**src/sv/swps_pkg.sv**
```systemverilog
// Package for the wheel-of-six prime sieve: sizes, the constant for the
// divide-by-six step, stage codes and the command type.
// No dependencies.
package swps_pkg;

  localparam int unsigned CANDIDATES  = 65536;
  localparam int unsigned IDX_W       = $clog2(CANDIDATES);
  localparam int unsigned CNT_W       = IDX_W + 1;
  localparam int unsigned LIM_W       = 18;
  localparam int unsigned STRIKE_W    = 21;
  localparam int unsigned RECIP_W     = 18;
  localparam int unsigned RECIP_SHIFT = 20;
  localparam logic [RECIP_W-1:0] RECIP_SIX = 18'd174763;
  localparam logic [LIM_W-1:0] LIMIT_RESET = 18'd196609;

  localparam logic [1:0] STAGE_TWO   = 2'd0;
  localparam logic [1:0] STAGE_THREE = 2'd1;
  localparam logic [1:0] STAGE_WHEEL = 2'd2;

  typedef struct packed {
    logic restart;
  } cmd_t;

endpackage

```
**src/sv/swps_cmd_fifo.sv**
```systemverilog
// Front end of the sieve: a two-entry command queue in front of the engine.
// Depends on swps_pkg.
module swps_cmd_fifo import swps_pkg::*; (
  input  logic clk_i,
  input  logic rst_ni,
  input  logic push_i,
  input  cmd_t cmd_i,
  output logic full_o,
  input  logic pop_i,
  output logic valid_o,
  output cmd_t cmd_o
);

  cmd_t       mem_q [2];
  logic       wr_q, rd_q;
  logic [1:0] cnt_q;

  assign full_o  = (cnt_q == 2'd2);
  assign valid_o = (cnt_q != 2'd0);
  assign cmd_o   = mem_q[rd_q];

  always_ff @(posedge clk_i) begin
    if (push_i) begin
      mem_q[wr_q] <= cmd_i;
    end
  end

  always_ff @(posedge clk_i or negedge rst_ni) begin
    if (!rst_ni) begin
      wr_q  <= 1'b0;
      rd_q  <= 1'b0;
      cnt_q <= 2'd0;
    end else begin
      if (push_i) wr_q <= ~wr_q;
      if (pop_i)  rd_q <= ~rd_q;
      cnt_q <= cnt_q + {1'b0, push_i} - {1'b0, pop_i};
    end
  end

endmodule

```
**config.mk**
```make
export PLATFORM = sky130hd
export DESIGN_NAME = swps_cmd_fifo
export DESIGN_NICKNAME = d
export VERILOG_FILES = /design/src/sv/swps_pkg.sv /design/src/sv/swps_cmd_fifo.sv
export SDC_FILE = /design/constraint.sdc
export NUM_CORES = 1
export LEC_CHECK = 0
export BUFFER_PORTS_ARGS = -buffer_cell sky130_fd_sc_hd__clkbuf_2
export CORE_AREA = 2 2 39 41
export CTS_CLUSTER_SIZE = 12
export DETAILED_ROUTE_END_ITERATION = 7
export DIE_AREA = 0 0 41 43
export PLACE_DENSITY = 0.35
export SETUP_SLACK_MARGIN = 0.2
export SYNTH_ARGS = -nofsm -noshare
export SYNTH_HDL_FRONTEND = slang
export SYNTH_SLANG_ARGS = --single-unit
```
**constraint.sdc**
```tcl
create_clock -name clk_i -period 1.5 [get_ports clk_i]
set_clock_uncertainty 0.1 [all_clocks]
set_input_delay 0 -clock clk_i [delete_from_list [all_inputs] [get_ports clk_i]]
set_output_delay 0 -clock clk_i [all_outputs]
set_load 0.005 [all_outputs]
```
=== Word level (Yosys, flattened, before mapping) ===
Memories as Yosys holds them, arrays and structs flattened.
Cells that the tools add are included.

* $add $sub $neg: 2
* Equality and inequality tests: 1
* Muxes and demuxes: 2
* Bitwise operators: 2
* Reductions and logical operators: 1

{| class="wikitable"
|+ Operator list
! cell !! number
|-
| 2-bit by 1-bit adder with 2-bit output || 1
|-
| 2-bit equality test, second input constant || 1
|-
| 1-bit 2-to-1 mux || 2
|-
| 1-bit inverter || 2
|-
| 2-bit nonzero test || 1
|-
| 2-bit by 1-bit subtractor with 2-bit output || 1
|}

* Bits in registers: 4
* Memory bits (writable): 2
* Input port bits: 5
* Logic and storage cells: 12
* Memories kept: 1

{| class="wikitable"
|+ Memory list
! name !! depth !! bits a word !! rd ports !! clocked after Yosys merged registers in !! wr ports !! RTL line !! RTL
|-
| mem_q || 2 || 1 || 1 || 0 || 1 || swps_cmd_fifo.sv:14 || <nowiki>cmd_t mem_q [2];</nowiki>
|}

=== Logic depth before layout (Yosys ltp) ===
* Depth in word-level cells: 2
* Mapped depth: 5
* Mapped depth without buffers: 5

=== Least setup slack after synthesis ===
No wires, ideal clock.

* Path type: register to register
* Start point: register cnt_q[0]
* End point: register cnt_q[1]
* Data arrival time: 1.000 ns
* Required time: 1.265 ns
* Path slack: 0.265 ns
* Cell stages (with the launch flop): 6
* Buffers on the path: 0
* Period minus slack after synthesis: 1.235 ns
* Cells stage by stage: dfrtp_1 inv_1 ha_1 inv_1 ha_1 xor3_1

* Cells in the longest elaborated chain, start to end: 2

{| class="wikitable"
|+ Ends and longest elaborated chain
! item !! RTL line !! RTL
|-
| start, declared || swps_cmd_fifo.sv:16 || <nowiki>logic [1:0] cnt_q;</nowiki>
|-
| start signal, assigned || swps_cmd_fifo.sv:36 || <nowiki>cnt_q <= cnt_q + {1'b0, push_i} - {1'b0, pop_i};</nowiki>
|-
| 2-bit by 1-bit adder with 2-bit output || swps_cmd_fifo.sv:36 ||
|-
| 2-bit by 1-bit subtractor with 2-bit output || swps_cmd_fifo.sv:36 ||
|}

No other way between the ends.
A chain may end at the register's enable or synchronous reset.

=== Final worst setup path ===
Ends and elaborated chain as after synthesis.

==> results.json <==
{
  "yosysTopAreaCell": "dfrtp_1",
  "die_x_microns": 41,
  "ys_seq_area_share_pct": 59.3,
  "cp_max_fo": 3,
  "ys.warnings.count": 0,
  "cts_resized": 0,
  "rsz0062_at_grt": "true",
  "drt-pass1-iter-count": 3,
  "wl_microns": 386,
  "hold_viol_final": 0,
  "status": "complete, no violations",
  "place_congestion": 0.587,
  "period_needed_ps": 1280,
  "postCtsSetupBuffers": 0,
  "yosys_register_bits": 6,
  "drive_above_1_share_pct": 34.3,
  "die_y_microns": 43,
  "cts.path.max_buffers": 2,
  "h-tree-depth": 1,
  "synth_area_per_cell_sq_um": 15.0,
  "setup.worst_path.start_class": "register",
  "crit_type": "reg -> reg",
  "power.total_uw": 658,
  "vias_per_cell": 3.51,
  "areaGrowthSynthToFinish_pct": 52.3,
  "core_area_sq_mm": 0.00138,
  "synth_cells": 18,
  "tightest_slew_ps": 151,
  "final_nets": 43,
  "numCtsBuffers": 3,
  "drtIter0Drc": 6,
  "grt_start_max_net_pins": 5,
  "rows": 14,
  "routed-via-count": 179,
  "fin_area_sq_um": 412,
  "maxSlewViolCount": 0,
  "avgRoutedWirePerCell_microns": 7.57,
  "p_per_area_mw_per_mm2": 1600,
  "fp.dieArea_sq_mm": 0.00176,
  "antenna_cells": 0,
  "cts-root-buf": "clkbuf_4",
  "fin_tns_setup_ps": 0,
  "grt_overflow_total": 0,
  "synth_nets": 25,
  "required_ps": 1510,
  "tritoncts": "built",
  "path_clk_slew_ps": 40,
  "critPathArrivalTime_ps": 1290,
  "setup_viol": 0,
  "clk_latency_ps": 240,
  "synth_area_sq_um": 270,
  "leakage_uw": 0.000198,
  "start_util_pct": 19.5,
  "pre_cts_ws_ps": 210,
  "max_freq_mhz": 780,
  "drv_cap": 0,
  "hold_path_class": "in -> reg",
  "postPlaceCellArea_sq_um": 325,
  "fin_crit_sh_pct": 85.5,
  "grt_antenna_before_repair": 0,
  "drc_errors": 0,
  "grt_pass1_vias": 182,
  "maxSlewHeadroom_pct": 89.9,
  "cp-end-kind": "register",
  "grt_util_all_layers_pct": 6.49,
  "ios": 8,
  "antenna_left": 0,
  "final_util_pct": 29.7,
  "grt_pass1_wl_microns": 669,
  "clock-sinks": 6,
  "final.setup.worst_slack_ps": 217,
  "ys_types": 10,
  "port_buffers": 7,
  "r2r_setup_slack_ps": 220,
  "synth_top_area_share_pct": 37.0,
  "ir_drop_v": 0.000451,
  "synth.area.top_cells": "dfrtp_1 37%, edfxtp_1 22%, ha_1 9.3%"
}
==> power breakdown <==
part,internal (uW),switching (uW)
Clock,101,56.4
Sequential,240,43.5
Combinational,146,71.2
Total,487,171
==> synth_stat cells (all sizes together) <==
master / instances
inv: 2
dfrtp: 4
nor2b: 2
xor2: 2
or2: 1
and2: 1
edfxtp: 2
mux2: 1
ha: 2
xor3: 1
==> critical path: stages, from the launching register on <==
cell and delay [ps]:
dfrtp_1 350, inv_1 50, ha_1 260, inv_1 60, ha_1 140, xor3_1 200
==> state kept, by name, summed over array words and instances, names as in the netlist <==
signal  count
cnt_q       2
rd_q        1
mem_q       2
wr_q        1
==> per-layer routing <==
layer  up-vias  wire length, microns  GRT usage [%]
li1         92                     -              -
met1        82                   174           6.98
met2         5                   178           6.88
met3         0                    32           6.28
met4         0                     0           6.00
met5         -                     0              0
==> layout make-up <==
class,instances,area [sq um]
clock buffer,4,26.3
fill,153,972
inverter,2,7.51
multi-input combinational,10,103
sequential,6,160
tap,16,20.0
timing repair buffer,13,95.1
==> cell families after synthesis <==
logic type	after synthesis	synth area share (%)
mux	1	4.17
fa+ha+maj	2	9.26
xor+xnor	3	15.3
flops	6	59.3
simple gates	4	9.26
buf+inv	2	2.78
==> final timing paths <==
path / startpoint / to / cells past startpoint
min in group asynchronous: rst_ni / rd_q$_DFFE_PN0P_ / 3
min: pop_i / cnt_q[1]$_DFF_PN0_ / 3
max in group asynchronous: rst_ni / wr_q$_DFFE_PN0P_ / 3
max: cnt_q[0]$_DFF_PN0_ / cnt_q[1]$_DFF_PN0_ / 5
min reg2reg: rd_q$_DFFE_PN0P_ / rd_q$_DFFE_PN0P_ / 1
max reg2reg: cnt_q[0]$_DFF_PN0_ / cnt_q[1]$_DFF_PN0_ / 5
==> repair_timing <==
| action | in CTS | in global routing |
|---|---|---|
| hold buffers | 6 | 0 |
| endpoints found under the hold margin | 9 | 0 |
| endpoints found under the setup margin | 0 | 1 |
==> per-stage QoR <==
stage | instances | hold WS (ps)
finish | 51 | 144
global route | 51 | 145
CTS | 51 | 142
detailed placement | 41 | -285
global placement | 41 | -285
floorplan | 18 | -396
==> placed cells by master (no fill, tap or decap) <==
cell and instances:
clkbuf_2 7, dlygate4sd3_1 6, dfrtp_1 4, clkbuf_4 3, inv_1 2, nor2b_1 2, xor2_1 2, ha_1 2
edfxtp_1 2, xor3_1 1, mux2_2 1, and2_1 1, or2_2 1, clkbuf_1 1
No activity file was read; power rests on OpenSTA's default activity.
